### config.mk
export PLATFORM = sky130hd
export DESIGN_NAME = lcpd_rgb_lane
export DESIGN_NICKNAME = d
export VERILOG_FILES = /design/src/rtl/lcpd_pkg.sv /design/src/rtl/lcpd_rgb_lane.sv
export SDC_FILE = /design/constraint.sdc
export NUM_CORES = 2
export LEC_CHECK = 0
export BUFFER_PORTS_ARGS = -buffer_cell sky130_fd_sc_hd__buf_2
export CAP_MARGIN = 0
export CORE_MARGIN = 10
export CORE_UTILIZATION = 55
export DETAILED_ROUTE_END_ITERATION = 8
export HOLD_SLACK_MARGIN = 0.05
export PLACE_DENSITY = 0.69
export SKIP_LAST_GASP = 1
export SLEW_MARGIN = 10
export SYNTH_ARGS = -nofsm -noshare
export SYNTH_HDL_FRONTEND = slang
export SYNTH_SLANG_ARGS = --single-unit
export TNS_END_PERCENT = 50
### constraint.sdc
create_clock -name clk -period 19.4 [get_ports clk]
set_input_delay 1.94 -clock clk [delete_from_list [all_inputs] [get_ports clk]]
set_output_delay 1.94 -clock clk [all_outputs]
set_load 0.02 [all_outputs]
### src/rtl/lcpd_pkg.sv
// Package for the LED colour to PWM duty converter.
// Field widths, register codes, divider constants and the CIE x / warm fraction tables.
// No dependencies.
`default_nettype none

package lcpd_pkg;

	localparam int PER_W      = 20;
	localparam int DUTY_W     = 20;
	localparam int RGB_W      = 24;
	localparam int KELVIN_W   = 15;
	localparam int BRIGHT_W   = 10;
	localparam int MASK_W     = 6;
	localparam int CFG_IDX_W  = 2;
	localparam int CFG_DATA_W = 20;

	localparam int TABLE_DEPTH = 381;
	localparam int BRIGHT_FULL = 1000;
	localparam int CHANNELS    = 5;
	localparam int IDX_W       = $clog2(TABLE_DEPTH);

	localparam int K_LOW     = 2700;
	localparam int K_HIGH    = 6500;
	localparam int K_STEP    = 10;
	localparam int K_TOP     = K_HIGH + K_STEP - 1;
	localparam int KOFF_W    = $clog2(K_TOP - K_LOW + 1);
	localparam int RAMP_STEP = 38;
	localparam int RAMP_MAX  = 100;
	localparam int RAMP_W    = $clog2(RAMP_MAX + 1);
	localparam int LEVEL_MAX = 255;

	localparam int X_COOL    = 3135;
	localparam int X_WARM    = 4593;
	localparam int Y_COOL    = 3237;
	localparam int Y_WARM    = 4107;
	localparam int FRAC_SH   = 16;
	localparam int FRAC_ONE  = 65536;
	localparam int FRAC_W    = FRAC_SH + 1;

	localparam int PER_RST   = 1000;
	localparam int MASK_RST  = 63;

	// polarity mask bits
	localparam int CH_RED    = 0;
	localparam int CH_GREEN  = 1;
	localparam int CH_BLUE   = 2;
	localparam int CH_WARM   = 3;
	localparam int CH_COOL   = 4;
	localparam int CH_BRIGHT = 5;

	typedef enum logic [CFG_IDX_W-1:0] {
		REG_PERIOD     = 2'd0,
		REG_WHITE_MODE = 2'd1,
		REG_POLARITY   = 2'd2
	} cfg_reg_t;

	typedef struct packed {
		logic [PER_W-1:0]  period;
		logic              white_mode;
		logic [MASK_W-1:0] active_high;
	} cfg_regs_t;

	typedef logic [12:0] cie_x_t [TABLE_DEPTH];
	typedef logic [FRAC_W-1:0] frac_rom_t [TABLE_DEPTH];

	localparam cie_x_t CIE_X = '{
		4593,4585,4577,4569,4561,4553,4545,4537,4529,4521,
		4514,4506,4498,4490,4483,4475,4468,4460,4453,4445,
		4438,4430,4423,4416,4409,4401,4394,4387,4380,4373,
		4366,4359,4352,4345,4338,4331,4324,4317,4311,4304,
		4297,4290,4284,4277,4271,4264,4258,4251,4245,4238,
		4232,4225,4219,4213,4207,4200,4194,4188,4182,4176,
		4170,4163,4157,4151,4145,4139,4134,4128,4122,4116,
		4110,4104,4099,4093,4087,4081,4076,4070,4065,4059,
		4053,4048,4042,4037,4031,4026,4021,4015,4010,4005,
		3999,3994,3989,3984,3978,3973,3968,3963,3958,3953,
		3948,3942,3937,3932,3927,3923,3918,3913,3908,3903,
		3898,3893,3888,3884,3879,3874,3869,3865,3860,3855,
		3851,3846,3841,3837,3832,3828,3823,3819,3814,3810,
		3805,3800,3796,3791,3787,3783,3778,3774,3770,3766,
		3761,3757,3753,3749,3745,3740,3736,3732,3728,3724,
		3720,3716,3712,3708,3704,3700,3696,3692,3688,3684,
		3681,3677,3673,3669,3665,3662,3658,3654,3650,3647,
		3643,3639,3636,3632,3628,3625,3621,3618,3614,3611,
		3607,3604,3600,3597,3593,3590,3586,3583,3580,3576,
		3673,3569,3566,3563,3559,3556,3553,3550,3546,3543,
		3540,3537,3534,3530,3527,3524,3521,3518,3515,3512,
		3509,3506,3503,3499,3496,3493,3490,3487,3485,3482,
		3479,3476,3473,3470,3467,3464,3461,3458,3456,3453,
		3450,3447,3444,3442,3439,3436,3433,3431,3428,3425,
		3422,3420,3417,3414,3412,3409,3406,3404,3401,3399,
		3396,3394,3391,3388,3386,3383,3381,3378,3376,3373,
		3371,3368,3366,3363,3361,3359,3356,3354,3351,3349,
		3347,3344,3342,3340,3337,3335,3333,3330,3328,3326,
		3326,3321,3319,3317,3314,3312,3310,3308,3305,3303,
		3301,3299,3297,3295,3292,3290,3288,3286,3284,3282,
		3280,3278,3275,3273,3271,3269,3267,3265,3263,3261,
		3259,3257,3255,3253,3251,3249,3247,3245,3243,3241,
		3239,3237,3235,3233,3232,3230,3228,3226,3224,3222,
		3220,3218,3216,3215,3213,3211,3209,3207,3205,3204,
		3202,3200,3198,3196,3195,3193,3191,3189,3188,3186,
		3184,3182,3181,3179,3177,3176,3174,3172,3171,3169,
		3167,3165,3164,3162,3161,3159,3157,3156,3154,3152,
		3151,3149,3148,3146,3144,3143,3141,3140,3138,3136,
		3135
	};

	// Q1.16 warm fraction per table row, evaluated at elaboration by long division
	function automatic frac_rom_t build_frac();
		frac_rom_t         rom;
		logic [39:0]       num;
		logic [24:0]       den;
		logic [25:0]       rem;
		logic [FRAC_W-1:0] q;
		int                x;
		for (int i = 0; i < TABLE_DEPTH; i++) begin
			x = int'(CIE_X[i]);
			if (x <= X_COOL) begin
				rom[i] = '0;
			end else if (x >= X_WARM) begin
				rom[i] = FRAC_W'(FRAC_ONE);
			end else begin
				num = 40'(Y_WARM * (x - X_COOL)) << FRAC_SH;
				den = 25'(Y_WARM * (x - X_COOL) + Y_COOL * (X_WARM - x));
				rem = '0;
				q   = '0;
				for (int k = 39; k >= 0; k--) begin
					rem = {rem[24:0], num[k]};
					if (rem >= 26'(den)) begin
						rem = rem - 26'(den);
						if (k < FRAC_W) q[k] = 1'b1;
					end
				end
				rom[i] = q;
			end
		end
		return rom;
	endfunction

endpackage

`default_nettype wire

### src/rtl/lcpd_rgb_lane.sv
// One colour lane: level * period / 255, then * brightness / 1000, result at stage 8.
// Depends on lcpd_pkg.
`default_nettype none

module lcpd_rgb_lane (
	input  wire logic                           clk,
	input  wire logic                           en,
	input  wire logic [7:0]                     level,
	input  wire logic [lcpd_pkg::BRIGHT_W-1:0]  bright,
	input  wire logic [lcpd_pkg::PER_W-1:0]     period,
	output logic [lcpd_pkg::DUTY_W-1:0]         duty_s8
);
	import lcpd_pkg::*;

	localparam int P1_W = 8 + PER_W;
	localparam int M1_W = P1_W - 7;
	localparam logic [M1_W-1:0] M1 = M1_W'((64'd1 << P1_W) / LEVEL_MAX);
	localparam int P2_W = DUTY_W + BRIGHT_W;
	localparam int M2_W = P2_W - 9;
	localparam logic [M2_W-1:0] M2 = M2_W'((64'd1 << P2_W) / BRIGHT_FULL);

	logic [P1_W-1:0]      p1_s2, p1_s3;
	logic [BRIGHT_W-1:0]  b_s2, b_s3, b_s4;
	logic [DUTY_W-1:0]    q1_s3, full_s4, q2_s6, q_s7;
	logic [P2_W-1:0]      p2_s5, p2_s6;
	logic [P1_W+M1_W-1:0] prod1;
	logic [P2_W+M2_W-1:0] prod2;
	logic [P1_W-1:0]      r1;
	logic [P2_W-1:0]      r2;

	assign prod1 = (P1_W+M1_W)'(p1_s2) * (P1_W+M1_W)'(M1);
	assign prod2 = (P2_W+M2_W)'(p2_s5) * (P2_W+M2_W)'(M2);
	assign r1    = p1_s3 - P1_W'(q1_s3) * P1_W'(LEVEL_MAX);
	assign r2    = p2_s6 - P2_W'(q2_s6) * P2_W'(BRIGHT_FULL);

	always_ff @(posedge clk) begin
		if (en) begin
			p1_s2   <= P1_W'(level) * P1_W'(period);
			b_s2    <= bright;
			q1_s3   <= prod1[P1_W +: DUTY_W];
			p1_s3   <= p1_s2;
			b_s3    <= b_s2;
			full_s4 <= q1_s3 + DUTY_W'(r1 >= P1_W'(LEVEL_MAX));
			b_s4    <= b_s3;
			p2_s5   <= P2_W'(full_s4) * P2_W'(b_s4);
			q2_s6   <= prod2[P2_W +: DUTY_W];
			p2_s6   <= p2_s5;
			q_s7    <= q2_s6 + DUTY_W'(r2 >= P2_W'(BRIGHT_FULL));
			duty_s8 <= q_s7;
		end
	end

endmodule

`default_nettype wire

=== Word level (Yosys, flattened, before mapping) ===
Index checks and enable logic that the tools add are counted.

* Flip-flop bits (word level): 246
* Input port bits: 40
* Output and inout bits: 20
* Logic and storage cells: 24

* $add $sub $neg: 4
* Multipliers: 6
* $lt $le $gt $ge: 2

{| class="wikitable"
|+ Operator list
! cell !! count
|-
| $mul A30 B21 Y50 const B || 1
|-
| $mul A28 B17 Y44 const B || 1
|-
| $add A20 B1 Y20 || 2
|-
| $ge A30 B10 Y1 const B || 1
|-
| $mul A20 B10 Y30 || 1
|-
| $sub A30 B30 Y30 || 1
|-
| $ge A28 B8 Y1 const B || 1
|-
| $mul A20 B8 Y28 const B || 1
|-
| $mul A8 B20 Y28 || 1
|-
| $sub A28 B28 Y28 || 1
|-
| $mul A20 B7 Y27 const B || 1
|}

=== Depth between registers and ports, before layout ===
* Word-level depth: 4
* Mapped depth: 38
* Mapped depth without buffers: 38

=== Worst setup path after synthesis ===
No wires, ideal clock.

* Path kind: register to register
* Start: register q2_s6[0]
* End: register q_s7[18], data pin
* Library setup time: 265 ps
* Arrival: 7864 ps
* Data required time: 19135 ps
* Setup slack: 11270 ps
* Stages on the path, launching flop included: 37
* Buffers on the path: 0
* Clock period less this slack: 8130 ps
* Path through: edfxtp_1 > fa_1 > fa_1 > inv_1 > fa_1 > fa_1 > inv_1 > ha_1 > o21ai_0 > o21bai_1 > o41ai_2 > o21ai_0 > o211a_1 > a2111oi_4 > o21bai_1 > a21oi_1 > o21ai_1 > xnor2_1 > ha_1 > nor2b_1 > a2111oi_0 > nand2_1 > a2111oi_0 > nand3_1 > nor4_1 > nand4_1 > nor4_1 > nand4_1 > ha_1 > ha_1 > nand2_1 > nor2_1 > and3_1 > nand3_1 > nor2_1 > nand2_1 > xnor2_1

* Word-level cells in the longest chain between the ends: 4

{| class="wikitable"
|+ RTL lines
! item !! RTL line !! text
|-
| start, declared || lcpd_rgb_lane.sv:24 || <nowiki>logic [DUTY_W-1:0] q1_s3, full_s4, q2_s6, q_s7;</nowiki>
|-
| start signal, assigned || lcpd_rgb_lane.sv:46 || <nowiki>q2_s6 <= prod2[P2_W +: DUTY_W];</nowiki>
|-
| $mul A20 B7 Y27 || lcpd_rgb_lane.sv:34 || <nowiki>assign r2 = p2_s6 - P2_W'(q2_s6) * P2_W'(BRIGHT_FULL);</nowiki>
|-
| $sub A30 B30 Y30 || lcpd_rgb_lane.sv:34 ||
|-
| $ge A30 B10 Y1 || lcpd_rgb_lane.sv:48 || <nowiki>q_s7 <= q2_s6 + DUTY_W'(r2 >= P2_W'(BRIGHT_FULL));</nowiki>
|-
| $add A20 B1 Y20 * || lcpd_rgb_lane.sv:48 ||
|-
| end signal, assigned || lcpd_rgb_lane.sv:48 ||
|-
| end, declared || lcpd_rgb_lane.sv:24 ||
|}

Every way passes the cells marked *; elsewhere a longest branch is shown, timed or not.
A chain may end at the register's enable or synchronous reset.

=== Worst setup path after layout ===
Ends and elaborated chain as after synthesis.

==> flow_summary.toml <==
[status]
outcome = "completed"

[setup_path]
path_class = "reg -> reg"
slowest_delay_ns = 0.57
worst_ep_required_time_ns = 19.76
slowest_stage = "fa_1"
crit_path_start_kind = "flop"
cp.arrival_ns = 9.69
crit_family = "adder cells"
cp_max_fo = 7
cp_num_buf_inv = 2
endpoint_kind = "flop"

[clocking]
cts_hold_buf = 0
ctsRootBufferMaster = "clkbuf_16"
path_clk_slew_ns = 0.06
clock-sinks = 243
numCtsBuffers = 29
ctsResizeCount = 0
clock_latency_ns = 0.62
cts_tree = "yes"
post-cts-setup-buffers = 0
h-tree-depth = 1
clock_path_buffers = 3

[logic_synthesis]
syn_area_sq_um = 38700
yosys_most_used_dff = "edfxtp_1"
synth.avg_cell_area_sq_um = 10.3
async_flop_share_pct = 0
synth_mux_area_share_pct = 0.181
ys_top_cells_by_area = "fa_1 30%, ha_1 21%, edfxtp_1 19%, inv_1 7.8%, nand2_1 2.9%"
synth.distinct_cells = 73
synth_top_cells_by_count = "804 x inv_1, 657 x ha_1, 589 x fa_1"
synthXorXnorAreaFrac_pct = 3.69
syn_nets = 5033
synth_most_common_cell = "inv_1"
synth_top_area_share_pct = 30.4
yosysWarnings = 0
synth_compound_area_share_pct = 7.46
yosysSeqAreaShare_pct = 18.8
synth_top_family_by_area = "adder cells"
yosysTopAreaCell = "fa_1"
synth_adder_area_share_pct = 51.7
synth-simple-area-share_pct = 9.74
ys_ff_latch = 243
syn_inst = 3747
synth_edf_count = 243

[drt]
route.met3.wl_mm = 2.97
vias_per_cell = 5.33
met1Wirelength_mm = 37.5
routed-wl-met2_mm = 35.9
routedWlPerCell_um = 16.4
drc_errors = 0
drtIter0Drc = 1450
highest_layer = "met4"
ant_nets = 0
finalWirelength_mm = 77.8
dr.pass1.iters = 6
vias = 25300

[sta]
tightest_slew_ns = 0.942
holdWs_ns = 0.417
drv_slew = 0
setup_viol = 0
layout_min_cycle_time_ns = 9.33
finalClockSkew_ns = 0.0658
clock.fmax_mhz = 107
hold_viol = 0
slew_headroom_pct = 35.6
tns_ns = 0
rsz0062_at_grt = "no"
timing.final.crit_share_pct = 48.1

[floorplanning]
row_count = 97
fp.dieH_um = 285
pin_count = 60
die_w_um = 285
die-area_sq_um = 81500
start_util_pct = 55.4
core_sq_um = 69900

[placement]
port_buffers = 59
dp_hpwl_mm = 64.5
place.gp.congestion = 0.882

[layout]
regArea_sq_um = 7300
drive_above_1_share_pct = 3.42
nets = 5063
syn2layout_area_growth_pct = 5.77
antenna_cells = 0
multiInputGateArea_sq_um = 28200
fillers = 5968

[grt]
grt_pass1_vias = 26600
antenna_found_initial = 0
grt_max_degree = 157
grt_first_pass_wirelength_mm = 133
gr-total-overflow = 0
grtUsageTotal_pct = 19.8

[hold_path]
hold_path_class = "reg -> reg"

[run]
drv_cap = 0
==> stage by stage <==
step / util [%] / worst slack, ns / std cells / instance area (sq um)
after floorplan: - / 11.27 / 3747 / 38700
after global placement: 57.2 / 10.19 / 4686 / 40000
after detailed placement: 57.2 / 10.09 / 4686 / 40000
after CTS: 58.6 / 10.04 / 4739 / 41000
after global routing: 58.6 / 9.50 / 4739 / 41000
final: 58.6 / 10.07 / 4739 / 41000
==> final cells by class <==
cell class	count	area share, %
timing repair buffer	61	0.812
inverter	804	7.37
tap	940	2.87
sequential	243	17.8
clock inverter	23	0.599
multi-input combinational	2638	68.8
clock buffer	30	1.78
==> layer usage <==
layer,vias to the layer above,GRT usage (%)
li1,12200,-
met1,12500,28.2
met2,470,32.5
met3,95,1.97
met4,0,3.80
met5,-,0
==> logic make-up (layout without fill, tap and decap cells) <==
| group | count (synthesis) | in the layout |
|---|---|---|
| fa+ha+maj | 1246 | 1246 |
| simple gates | 778 | 778 |
| buf+inv | 866 | 918 |
| flops | 243 | 243 |
| compound gates | 444 | 444 |
| mux | 7 | 7 |
| xor+xnor | 163 | 163 |
==> state kept, by name, summed over array words and instances, names as in the netlist <==
signal / count
full_s4: 20
b_s2: 10
p1_s2: 28
b_s3: 10
p2_s5: 30
q_s7: 20
p2_s6: 27
p1_s3: 28
q1_s3: 20
duty_s8: 20
q2_s6: 20
b_s4: 10
==> worst paths after layout <==
kind | startpoint | endpoint | slack [ns] | depth (start not counted)
max | q2_s6[0] | q_s7[18] | 10.07 | 36
min | b_s3[8] | b_s4[8] | 0.42 | 0
max reg2reg | q2_s6[0] | q_s7[18] | 10.07 | 36
min reg2reg | b_s3[8] | b_s4[8] | 0.42 | 0
==> placed cells by master, fill, tap and decap left out, drive strengths merged, types with 45 or more instances in the layout <==
| cell | Yosys | routed |
|---|---|---|
| inv | 804 | 808 |
| xnor2 | 118 | 118 |
| nand2 | 299 | 299 |
| buf | 4 | 61 |
| edfxtp | 243 | 243 |
| o21ai | 95 | 95 |
| ha | 657 | 657 |
| a21oi | 131 | 131 |
| xor2 | 45 | 45 |
| and2 | 160 | 160 |
| fa | 589 | 589 |
| nor2 | 117 | 117 |
Power is not shown: default switching activity piles up to over one toggle a cycle in this logic, so the estimate is an artifact.
