## src/rtl/lcpd_pkg.sv

```systemverilog
// Package for the LED colour to PWM duty converter.
// Field widths, register codes, divider constants and the CIE x / warm fraction tables.
// No dependencies.
`default_nettype none

package lcpd_pkg;

	localparam int PER_W      = 20;
	localparam int DUTY_W     = 20;
	localparam int RGB_W      = 24;
	localparam int KELVIN_W   = 15;
	localparam int BRIGHT_W   = 10;
	localparam int MASK_W     = 6;
	localparam int CFG_IDX_W  = 2;
	localparam int CFG_DATA_W = 20;

	localparam int TABLE_DEPTH = 381;
	localparam int BRIGHT_FULL = 1000;
	localparam int CHANNELS    = 5;
	localparam int IDX_W       = $clog2(TABLE_DEPTH);

	localparam int K_LOW     = 2700;
	localparam int K_HIGH    = 6500;
	localparam int K_STEP    = 10;
	localparam int K_TOP     = K_HIGH + K_STEP - 1;
	localparam int KOFF_W    = $clog2(K_TOP - K_LOW + 1);
	localparam int RAMP_STEP = 38;
	localparam int RAMP_MAX  = 100;
	localparam int RAMP_W    = $clog2(RAMP_MAX + 1);
	localparam int LEVEL_MAX = 255;

	localparam int X_COOL    = 3135;
	localparam int X_WARM    = 4593;
	localparam int Y_COOL    = 3237;
	localparam int Y_WARM    = 4107;
	localparam int FRAC_SH   = 16;
	localparam int FRAC_ONE  = 65536;
	localparam int FRAC_W    = FRAC_SH + 1;

	localparam int PER_RST   = 1000;
	localparam int MASK_RST  = 63;

	// polarity mask bits
	localparam int CH_RED    = 0;
	localparam int CH_GREEN  = 1;
	localparam int CH_BLUE   = 2;
	localparam int CH_WARM   = 3;
	localparam int CH_COOL   = 4;
	localparam int CH_BRIGHT = 5;

	typedef enum logic [CFG_IDX_W-1:0] {
		REG_PERIOD     = 2'd0,
		REG_WHITE_MODE = 2'd1,
		REG_POLARITY   = 2'd2
	} cfg_reg_t;

	typedef struct packed {
		logic [PER_W-1:0]  period;
		logic              white_mode;
		logic [MASK_W-1:0] active_high;
	} cfg_regs_t;

	typedef logic [12:0] cie_x_t [TABLE_DEPTH];
	typedef logic [FRAC_W-1:0] frac_rom_t [TABLE_DEPTH];

	localparam cie_x_t CIE_X = '{
		4593,4585,4577,4569,4561,4553,4545,4537,4529,4521,
		4514,4506,4498,4490,4483,4475,4468,4460,4453,4445,
		4438,4430,4423,4416,4409,4401,4394,4387,4380,4373,
		4366,4359,4352,4345,4338,4331,4324,4317,4311,4304,
		4297,4290,4284,4277,4271,4264,4258,4251,4245,4238,
		4232,4225,4219,4213,4207,4200,4194,4188,4182,4176,
		4170,4163,4157,4151,4145,4139,4134,4128,4122,4116,
		4110,4104,4099,4093,4087,4081,4076,4070,4065,4059,
		4053,4048,4042,4037,4031,4026,4021,4015,4010,4005,
		3999,3994,3989,3984,3978,3973,3968,3963,3958,3953,
		3948,3942,3937,3932,3927,3923,3918,3913,3908,3903,
		3898,3893,3888,3884,3879,3874,3869,3865,3860,3855,
		3851,3846,3841,3837,3832,3828,3823,3819,3814,3810,
		3805,3800,3796,3791,3787,3783,3778,3774,3770,3766,
		3761,3757,3753,3749,3745,3740,3736,3732,3728,3724,
		3720,3716,3712,3708,3704,3700,3696,3692,3688,3684,
		3681,3677,3673,3669,3665,3662,3658,3654,3650,3647,
		3643,3639,3636,3632,3628,3625,3621,3618,3614,3611,
		3607,3604,3600,3597,3593,3590,3586,3583,3580,3576,
		3673,3569,3566,3563,3559,3556,3553,3550,3546,3543,
		3540,3537,3534,3530,3527,3524,3521,3518,3515,3512,
		3509,3506,3503,3499,3496,3493,3490,3487,3485,3482,
		3479,3476,3473,3470,3467,3464,3461,3458,3456,3453,
		3450,3447,3444,3442,3439,3436,3433,3431,3428,3425,
		3422,3420,3417,3414,3412,3409,3406,3404,3401,3399,
		3396,3394,3391,3388,3386,3383,3381,3378,3376,3373,
		3371,3368,3366,3363,3361,3359,3356,3354,3351,3349,
		3347,3344,3342,3340,3337,3335,3333,3330,3328,3326,
		3326,3321,3319,3317,3314,3312,3310,3308,3305,3303,
		3301,3299,3297,3295,3292,3290,3288,3286,3284,3282,
		3280,3278,3275,3273,3271,3269,3267,3265,3263,3261,
		3259,3257,3255,3253,3251,3249,3247,3245,3243,3241,
		3239,3237,3235,3233,3232,3230,3228,3226,3224,3222,
		3220,3218,3216,3215,3213,3211,3209,3207,3205,3204,
		3202,3200,3198,3196,3195,3193,3191,3189,3188,3186,
		3184,3182,3181,3179,3177,3176,3174,3172,3171,3169,
		3167,3165,3164,3162,3161,3159,3157,3156,3154,3152,
		3151,3149,3148,3146,3144,3143,3141,3140,3138,3136,
		3135
	};

	// Q1.16 warm fraction per table row, evaluated at elaboration by long division
	function automatic frac_rom_t build_frac();
		frac_rom_t         rom;
		logic [39:0]       num;
		logic [24:0]       den;
		logic [25:0]       rem;
		logic [FRAC_W-1:0] q;
		int                x;
		for (int i = 0; i < TABLE_DEPTH; i++) begin
			x = int'(CIE_X[i]);
			if (x <= X_COOL) begin
				rom[i] = '0;
			end else if (x >= X_WARM) begin
				rom[i] = FRAC_W'(FRAC_ONE);
			end else begin
				num = 40'(Y_WARM * (x - X_COOL)) << FRAC_SH;
				den = 25'(Y_WARM * (x - X_COOL) + Y_COOL * (X_WARM - x));
				rem = '0;
				q   = '0;
				for (int k = 39; k >= 0; k--) begin
					rem = {rem[24:0], num[k]};
					if (rem >= 26'(den)) begin
						rem = rem - 26'(den);
						if (k < FRAC_W) q[k] = 1'b1;
					end
				end
				rom[i] = q;
			end
		end
		return rom;
	endfunction

endpackage

`default_nettype wire

```

## src/rtl/lcpd_if.sv

```systemverilog
// Channel interfaces: request, duty result and register write.
// Depends on lcpd_pkg.
`default_nettype none


interface lcpd_cfg_if;
	logic                             valid;
	logic                             ready;
	logic [lcpd_pkg::CFG_IDX_W-1:0]   index;
	logic [lcpd_pkg::CFG_DATA_W-1:0]  data;
	modport source (output valid, index, data, input ready);
	modport sink (input valid, index, data, output ready);
endinterface

`default_nettype wire

```

## src/rtl/lcpd_cfg.sv

```systemverilog
// Configuration register file: period, white drive mode, channel polarity.
// Depends on lcpd_pkg and lcpd_if.
`default_nettype none

module lcpd_cfg (
	input  wire logic                clk,
	input  wire logic                arst_n,
	lcpd_cfg_if.sink                 cfg,
	output lcpd_pkg::cfg_regs_t      regs
);
	import lcpd_pkg::*;

	cfg_regs_t regs_q;

	assign cfg.ready = 1'b1;
	assign regs      = regs_q;

	always_ff @(posedge clk or negedge arst_n) begin
		if (!arst_n) begin
			regs_q.period      <= PER_W'(PER_RST);
			regs_q.white_mode  <= 1'b0;
			regs_q.active_high <= MASK_W'(MASK_RST);
		end else if (cfg.valid) begin
			unique case (cfg.index)
				REG_PERIOD:     regs_q.period      <= cfg.data[PER_W-1:0];
				REG_WHITE_MODE: regs_q.white_mode  <= cfg.data[0];
				REG_POLARITY:   regs_q.active_high <= cfg.data[MASK_W-1:0];
				default: ;
			endcase
		end
	end

endmodule

`default_nettype wire

```

## src/flat_wrapper.sv

```systemverilog
// flat-port wrapper written by rule: the top's interface ports become plain ports
module lcpd_cfg_flat import lcpd_pkg::*;
  (clk, arst_n, regs, cfg_valid, cfg_index, cfg_data, cfg_ready);
  lcpd_cfg_if cfg_i ();
  input  wire logic clk;
  input  wire logic arst_n;
  output lcpd_pkg::cfg_regs_t regs;
  input wire logic [$bits(cfg_i.valid)-1:0] cfg_valid;
  input wire logic [$bits(cfg_i.index)-1:0] cfg_index;
  input wire logic [$bits(cfg_i.data)-1:0] cfg_data;
  output wire logic [$bits(cfg_i.ready)-1:0] cfg_ready;
  assign cfg_i.valid = cfg_valid;
  assign cfg_i.index = cfg_index;
  assign cfg_i.data = cfg_data;
  assign cfg_ready = cfg_i.ready;
  lcpd_cfg u_core (.clk(clk), .arst_n(arst_n), .cfg(cfg_i), .regs(regs));
endmodule
```

## config.mk

```make
export PLATFORM = sky130hd
export DESIGN_NAME = lcpd_cfg_flat
export DESIGN_NICKNAME = d
export VERILOG_FILES = /design/src/rtl/lcpd_pkg.sv /design/src/rtl/lcpd_if.sv /design/src/rtl/lcpd_cfg.sv /design/src/flat_wrapper.sv
export SDC_FILE = /design/constraint.sdc
export NUM_CORES = 1
export LEC_CHECK = 0
export BUFFER_PORTS_ARGS = -buffer_cell sky130_fd_sc_hd__buf_2
export CAP_MARGIN = 30
export CORE_UTILIZATION = 40
export DETAILED_ROUTE_END_ITERATION = 10
export HOLD_SLACK_MARGIN = 0.05
export PLACE_DENSITY_LB_ADDON = 0.08
export SYNTH_ARGS = -nofsm -noshare
export SYNTH_HDL_FRONTEND = slang
export SYNTH_SLANG_ARGS = --single-unit
```

## constraint.sdc

```tcl
create_clock -name clk -period 0.8 [get_ports clk]
set_input_delay 0.04 -clock clk [delete_from_list [all_inputs] [get_ports clk]]
set_output_delay 0.04 -clock clk [all_outputs]
set_load 0.01 [all_outputs]
```

# Yosys cells after proc, flatten, opt, wreduce, memory -nomap -nowiden
# Cells that the tools add are included.
# word_totals
word_cells,9
input_bits,25
reg_bits,27
output_inout_bits,28
# classes
n_eq_ne,2
n_reduce_logical,4
# ops
operator,count
2-bit AND reduction,3
"2-bit by 1-bit equality test with 1-bit output, second input constant",1
"2-bit equality test, second input constant",1
2-bit zero test,1

# Longest topological paths before layout
# Gate-level depths: netlist (run 1).
# logic_depth
depth_word,2
mapped_depth,3
depth_no_buf,2

# Worst setup path before layout (run 1)
# OpenSTA, ideal clock, no wires.
# synth_path
path_kind,input to register
startpoint,input port cfg_index[0]
endpoint,register u_core.regs_q (netlist bit u_core.regs[11])
setup_time_ns,0.125
path_slack_ns,-0.058
arrival_ns,0.733
cell_stages,3
n_path_buf,1
cell_sequence,nor3b_4 -> buf_6 -> mux2_2
# synth_between
elab_chain_cells,2
# synth_rtl
item,line_no,text
from (decl),flat_wrapper.sv:9,input wire logic [$bits(cfg_i.index)-1:0] cfg_index;
2-bit zero test,lcpd_cfg.sv:24,unique case (cfg.index)
2-bit AND reduction (no source line),--,
to (decl),lcpd_cfg.sv:13,cfg_regs_t regs_q;
# No other way between the ends.
# A chain may end at the register's enable or synchronous reset.

# Final worst setup path (run 1)
# layout_path
startpoint,register u_core.regs_q (netlist bit u_core.regs[3])
endpoint,output port regs[3] (netlist bit)
# layout_lines
item,line_no,text
to (decl),flat_wrapper.sv:7,output lcpd_pkg::cfg_regs_t regs;
# No word-level cell between the ends.

==> impl_metrics.toml, run 1 <==
[sta]
worst_slack_ns = -0.238
period_needed_ns = 1.04
whs_ns = 0.0927
maxSlewViolCount = 0
rsz0062_at_grt = "yes"
finalHoldViolCount = 0
finalSetupTns_ns = -5.28
setup_viol = 40
fin_crit_sh = 1.30
max_freq_mhz = 963
skew_ns = 0

[detailed_routing]
routed_via_density = 4.58
drt_iter0_drc = 6
drcViolationCount = 0
routed_wl_um = 2450
vias = 834
avgRoutedWirePerCell_um = 13.4
first_pass_iters = 2
final_antenna_net_count = 0

[logic_synthesis]
syn_nets = 86
synth-seq-cells = 27
syn_inst = 61
synth_compound_area_frac = 0
synthMuxAreaShare = 0.285
yosys.area_share.xor_xnor = 0
syn-mean-instance-area_um2 = 17.5
synth_cell_types = 10
yosysWarningCount = 0
yosysSeqAreaShare = 0.648
syn-cell-area_um2 = 1070
synthSimpleGateAreaFrac = 0.0352
synth_top_family_by_area = "multiplexers"
yosys.area_share.adder = 0

[floorplan]
core_um2 = 2500
die_h_um = 53.6
num_io_pins = 53
die_x_um = 53.6
start_util = 0.426
die_area_um2 = 2880
num_rows = 18

[global_routing]
grt_max_degree = 28
grt_pass1_wl_um = 3550
grt_pass1_vias = 816
antenna_found_initial = 0
grt_usage = 0.177
overflow = 0

[critical_path]
critical_path_class = "reg2out"
cp_cell_sequence = "buf_6"
crit_required_ns = 0.76
endpoint_kind = "primary output"
crit_family = "flip-flops"
worstRegToRegCells = 2
arrival_ns = 1.00
max_stage_delay_ns = 0.58
crit_slowest_cell = "dfstp_2"
worstSetupPathDepth = 1
crit_fanout = 2
path_buf_inv = 1
start_kind = "flip-flop"

[finish]
drive_gt1_frac = 0.750
largest_register_ffs = 27
fin_area_um2 = 1900
area_growth_pct = 78.2
instances_no_fill = 182
diodes = 0
fillers = 164
fin_nets = 178
layout_common_cells = "36 x buf_2, 21 x dlygate4sd3_1, 19 x buf_6"
layout_commonest_cell = "buf_2"

[cts]
clockBufferDepth = 2
clk_latency_ns = 0.31
cts_root_buf = "clkbuf_4"
cts.sinks = 27
htree_levels = 1
cts_tree = "done"
clk_pin_slew_worst_paths_ns = 0.14
numCtsBuffers = 3

[placed_design]
portBuffers = 51
placed_area_um2 = 1450
gp_congestion = 0.673
pre_cts_ws_ns = -0.257
dp.cells = 144

[status]
status = "finished, violations left"
violations = "negative setup slack"

[worst_hold_path]
hold_path_depth = 3
hp-class = "in2reg"

[pwr]
irDropWorstVdd_v = 0.00177
powerDensity_nw_per_um2 = 2010
p_leak_uw = 0.000924

[run]
drv_cap = 0
-- metrics by stage --
step | power [uW] | util
after floorplan | 2360 | -
after detailed placement | 2780 | 0.581
after CTS | 3700 | 0.728
after global placement | 2750 | 0.581
after global routing | 4040 | 0.760
final | 3830 | 0.760
-- layout make-up --
cell class	count	area (um^2)	share of cell area
clock buffers	3	22.5	0.0119
flip-flops and latches	27	691	0.364
repair buffers	90	734	0.387
clock inverters	1	5.00	0.00264
well taps	30	37.5	0.0198
multi-input cells	31	409	0.215
-- worst paths after layout --
| check | startpoint | endpoint | slack (ns) |
|---|---|---|---|
| worst max-delay path | u_core.regs[3] | regs[3] | -0.24 |
| worst max register to register | u_core.regs[19] | u_core.regs[19] | -0.12 |
| worst min-delay path | cfg_index[0] | u_core.regs[6] | 0.09 |
| min in group asynchronous | arst_n | u_core.regs[18] | 0.17 |
| worst min register to register | u_core.regs[26] | u_core.regs[26] | 0.52 |
| max in group asynchronous | arst_n | u_core.regs[4] | 0.39 |
-- per-layer routing --
metal  track usage  vias up  routed length (um)
li1              -      391                   -
met4        0.0789        0                  39
met3        0.0367        4                 120
met5             0        -                   0
met2         0.310       34                1230
met1         0.208      405                1050
-- cell families after synthesis --
family | after synthesis
buf+inv | 3
simple gates | 3
flops | 27
other cells | 1
mux | 27
-- report_power, final --
part	switching (uW)	internal, uW	total, uW
clock	377	187	564
sequential	169	1710	1880
combinational	448	935	1380
total	995	2830	3830
-- synthesized netlist by cell type --
library cell	instances	area [um^2]
buf_4	1	7.51
buf_6	2	22.5
conb_1	1	3.75
dfrtp_1	15	375
dfstp_2	12	315
mux2_1	1	11.3
mux2_2	26	293
nand3b_1	1	7.51
nand3b_2	1	11.3
nor3b_4	1	18.8
-- repair_timing --
action	CTS	global route
endpoints found under the setup margin	27	35
buffers inserted	7	6
endpoints found under the hold margin	54	0
hold buffers	21	0
gates resized for setup	13	7
(Power assumes the default switching activity.)
==> run 2: changes to the inputs <==
--- a/config.mk
+++ b/config.mk
@@ -10,7 +10,7 @@
 export CORE_UTILIZATION = 40
 export DETAILED_ROUTE_END_ITERATION = 10
 export HOLD_SLACK_MARGIN = 0.05
-export PLACE_DENSITY_LB_ADDON = 0.08
+export PLACE_DENSITY = 0.74
 export SYNTH_ARGS = -nofsm -noshare
 export SYNTH_HDL_FRONTEND = slang
 export SYNTH_SLANG_ARGS = --single-unit
==> run 2 against run 1 <==
The flow still finishes with violations (negative setup slack). Sequential power about the same. Global-route usage is 1.6 points higher. Clock power up 2%. Clock skew unchanged. Utilization is 2.6 points lower. Via count down 2.0%. Combinational power fell by 7%. Worst setup slack improved by 0.0073 ns. Power is 2.2% lower. Final cell count decreased by 3.8%. Final area shrank 3.4%. Count of clock-buffer cells in the layout unchanged.
==> impl_metrics.toml, run 2 (same netlist as run 1, synthesis figures left out) <==
[floorplan]
die_h_um = 53.6
die_x_um = 53.6
num_io_pins = 53
start_util = 0.426
die_area_um2 = 2880
num_rows = 18
core_um2 = 2500

[placed_design]
pre_cts_ws_ns = -0.251
portBuffers = 51
gp_congestion = 0.639

[finish]
layout_common_cells = "36 x buf_2, 21 x dlygate4sd3_1, 19 x buf_6"
diodes = 0
largest_register_ffs = 27
layout_commonest_cell = "buf_2"
fillers = 169
fin_nets = 171
drive_gt1_frac = 0.738
area_growth_pct = 72.1

[global_routing]
grt_usage = 0.193
overflow = 0
antenna_found_initial = 0
grt_pass1_wl_um = 3860
grt_max_degree = 28
grt_pass1_vias = 827

[cts]
numCtsBuffers = 3
clk_pin_slew_worst_paths_ns = 0.14
htree_levels = 1
clk_latency_ns = 0.32
cts_root_buf = "clkbuf_4"
cts_tree = "done"
clockBufferDepth = 2
cts.sinks = 27

[detailed_routing]
vias = 817
first_pass_iters = 4
routed_wl_um = 2550
avgRoutedWirePerCell_um = 14.5
routed_via_density = 4.67
drcViolationCount = 0
drt_iter0_drc = 2
final_antenna_net_count = 0

[sta]
max_freq_mhz = 970
maxSlewViolCount = 0
fin_crit_sh = 1.29
worst_slack_ns = -0.231
finalHoldViolCount = 0
skew_ns = 0
rsz0062_at_grt = "yes"
setup_viol = 34
period_needed_ns = 1.03

[pwr]
p_total_uw = 3740
powerDensity_nw_per_um2 = 2040
p_leak_uw = 0.000885
irDropWorstVdd_v = 0.00135

[status]
status = "finished, violations left"
violations = "negative setup slack"

[critical_path]
start_kind = "flip-flop"
r2r_start = "u_core.regs[22]"
endpoint_kind = "primary output"
arrival_ns = 0.99
crit_family = "flip-flops"
crit_fanout = 2
r2r_slack_ns = -0.10
cp_cell_sequence = "buf_6"
r2r_end = "u_core.regs[22]"
path_buf_inv = 1
crit_slowest_cell = "dfstp_2"
critical_path_class = "reg2out"
worstRegToRegCells = 2
max_stage_delay_ns = 0.57
crit_required_ns = 0.76

[worst_hold_path]
hp-class = "in2reg"
hold_path_depth = 3
worstHoldEndpoint = "u_core.regs[6]"
hp-start = "cfg_index[0]"

[run]
drv_cap = 0
-- run 2: what timing repair did --
item                                   4_1_cts  5_1_grt
setup endpoints to repair                   27       33
buffers inserted                             5        2
endpoints found under the hold margin       54        0
gates resized for setup                     12        8
hold buffers                                21        0
pin swaps                                    0        0
-- run 2: area by class of cell --
cell class / count / area (um^2) / share of cell area
repair buffers: 83 / 669 / 0.365
clock buffers: 3 / 22.5 / 0.0123
clock inverters: 1 / 5.00 / 0.00273
well taps: 30 / 37.5 / 0.0205
flip-flops and latches: 27 / 691 / 0.377
multi-input cells: 31 / 409 / 0.223
-- run 2: per-stage QoR --
stage | hold WS, ns | cell area (um^2) | std cells | utilization | TNS [ns]
final | 0.114 | 1830 | 175 | 0.734 | -4.85
after global routing | 0.124 | 1830 | 175 | 0.734 | -6.29
after CTS | 0.111 | 1780 | 173 | 0.713 | -4.96
after detailed placement | 0.0493 | 1430 | 143 | 0.573 | -5.59
after global placement | 0.0439 | 1430 | 143 | 0.573 | -5.23
after floorplan | -0.256 | 1130 | 61 | - | -0.982
-- run 2: how the worst max path moves through the flow --
stage / start / to / slack [ns] / cells past startpoint
final: u_core.regs[16] / regs[16] / -0.23 / 1
after global routing: u_core.regs[16] / regs[16] / -0.28 / 1
after CTS: u_core.regs[14] / regs[14] / -0.24 / 1
after detailed placement: cfg_index[1] / u_core.regs[8] / -0.25 / 4
after global placement: cfg_index[1] / u_core.regs[21] / -0.23 / 4
after floorplan: cfg_index[1] / u_core.regs[11] / -0.05 / 3
-- run 2: report_power, final --
group / switching [uW] / leakage [uW] / total, uW / internal [uW]
sequential: 181 / 0.000304 / 1890 / 1710
combinational: 419 / 0.000564 / 1280 / 859
clock: 385 / 0.0000177 / 573 / 187
-- run 2: metal layers --
metal | track usage | part of all wire
met4 | 0.0877 | 0.0071
met2 | 0.335 | 0.56
met5 | 0 | 0
met3 | 0.0339 | 0.024
met1 | 0.232 | 0.41
==> run 3: changes to the inputs <==
--- a/config.mk
+++ b/config.mk
@@ -11,6 +11,7 @@
 export DETAILED_ROUTE_END_ITERATION = 10
 export HOLD_SLACK_MARGIN = 0.05
 export PLACE_DENSITY = 0.74
+export SETUP_SLACK_MARGIN = 0.05
 export SYNTH_ARGS = -nofsm -noshare
 export SYNTH_HDL_FRONTEND = slang
 export SYNTH_SLANG_ARGS = --single-unit
==> run 3 against run 2 <==
The run still ends with negative setup slack left. Worst hold slack better by 0.0094 ns. Power rose by 2.1%. Register-to-register slack lost 0.02 ns. Sequential share of layout area decreased by 0.78 points. First-iteration DRC count decreased by 100%. Fmax shrank 0.30%. Clock skew stayed put. Clock power is 1% lower. Die area unchanged. Combinational power grew 5%. Utilization is 1.6 points higher. Critical path type unchanged. Largest cell class unchanged.
==> impl_metrics.toml, run 3 (same netlist as run 1, synthesis figures left out) <==
[detailed_routing]
drcViolationCount = 0
avgRoutedWirePerCell_um = 15.5
first_pass_iters = 1
drt_iter0_drc = 0
final_antenna_net_count = 0
routed_via_density = 4.67
routed_wl_um = 2700
vias = 812

[critical_path]
crit_family = "flip-flops"
crit_required_ns = 0.76
arrival_ns = 0.99
r2r_slack_ns = -0.12
crit_slowest_cell = "dfstp_2"
max_stage_delay_ns = 0.58
path_buf_inv = 1
start_kind = "flip-flop"
worstRegToRegCells = 2
critical_path_class = "reg2out"
cp_cell_sequence = "buf_6"
crit_fanout = 2
endpoint_kind = "primary output"
r2r_start = "u_core.regs[21]"
r2r_end = "u_core.regs[21]"

[finish]
fin_area_um2 = 1870
largest_register_ffs = 27
diodes = 0
layout_common_cells = "36 x buf_2, 26 x mux2_4, 21 x dlygate4sd3_1"
layout_commonest_cell = "buf_2"
fin_nets = 170
instances_no_fill = 174
area_growth_pct = 75.7
fillers = 155
drive_gt1_frac = 0.736

[floorplan]
start_util = 0.426
die_h_um = 53.6
die_area_um2 = 2880
num_rows = 18
num_io_pins = 53
die_x_um = 53.6
core_um2 = 2500

[sta]
worst_slack_ns = -0.234
whs_ns = 0.123
finalHoldViolCount = 0
rsz0062_at_grt = "yes"
max_freq_mhz = 967
finalSetupTns_ns = -4.93
skew_ns = 0
fin_crit_sh = 1.29
period_needed_ns = 1.03
setup_viol = 35
maxSlewViolCount = 0

[pwr]
power.internal_uw = 2810
p_comb_frac = 0.355
p_clk_frac = 0.148
seq_power_share = 0.497
irDropWorstVdd_v = 0.00159
switchingPower_uw = 1010
swShare = 0.264
p_leak_uw = 0.000925
powerDensity_nw_per_um2 = 2040

[cts]
clk_pin_slew_worst_paths_ns = 0.14
clk_latency_ns = 0.31
cts_tree = "done"
htree_levels = 1
clockBufferDepth = 2
cts_root_buf = "clkbuf_4"
cts.sinks = 27
numCtsBuffers = 3

[worst_hold_path]
hold_path_depth = 3
worstHoldEndpoint = "u_core.regs[6]"
hp-class = "in2reg"
hp-start = "cfg_valid"

[placed_design]
dp.cells = 142
pre_cts_ws_ns = -0.260
post-dp-hpwl_um = 1370
gp_congestion = 0.632
placed_area_um2 = 1440
portBuffers = 51

[global_routing]
grt_max_degree = 28
overflow = 0
grt_pass1_vias = 859
grt_pass1_wl_um = 3840
antenna_found_initial = 0
grt_usage = 0.189

[status]
status = "finished, violations left"
violations = "negative setup slack"

[run]
drv_cap = 0
-- run 3: changes by cell type in the layout (fill, tap and decap cells not counted) --
cell / previous run / this run
mux2_2: 10 / 1
mux2_4: 17 / 26
buf_4: 6 / 4
buf_12: 1 / 2
-- run 3: power by group through the flow --
stage	clock network [uW]	registers (uW)	logic [uW]
floorplan	0	1990	377
global placement	0	1850	896
detailed placement	0	1860	914
CTS	594	1870	1210
global route	650	1930	1440
finish	567	1900	1350
-- run 3: worst max-delay path by stage --
stage | from | to | cells past startpoint
final | u_core.regs[10] | regs[10] | 1
after global routing | u_core.regs[10] | regs[10] | 1
after CTS | u_core.regs[10] | regs[10] | 1
after global placement | cfg_index[1] | u_core.regs[7] | 4
after floorplan | cfg_index[1] | u_core.regs[11] | 3
after detailed placement | cfg_index[1] | u_core.regs[9] | 4
-- run 3: final cells by class --
| class | instances | area, um^2 | share of cell area |
|---|---|---|---|
| repair buffers | 82 | 674 | 0.360 |
| flip-flops and latches | 27 | 691 | 0.369 |
| multi-input cells | 31 | 443 | 0.236 |
| well taps | 30 | 37.5 | 0.0200 |
| clock inverters | 1 | 5.00 | 0.00267 |
| clock buffers | 3 | 22.5 | 0.0120 |
-- run 3: metal layers --
metal | GRT usage | part of all wire | vias to the layer above
li1 | - | - | 376
met1 | 0.212 | 0.40 | 398
met2 | 0.358 | 0.54 | 38
met3 | 0.0480 | 0.060 | 0
met4 | 0.0395 | 0 | 0
met5 | 0 | 0 | -
-- run 3: repair_timing --
action                                  in CTS  in global routing
hold buffers                                21                  0
endpoints found under the hold margin       54                  0
gates resized for setup                     12                 16
buffers inserted                             6                  1
endpoints found under the setup margin      42                 54
-- run 3: metrics by stage --
step	util	power, uW
global route	0.749	4010
finish	0.749	3820
global placement	0.576	2750
floorplan	-	2370
detailed placement	0.576	2770
CTS	0.719	3670
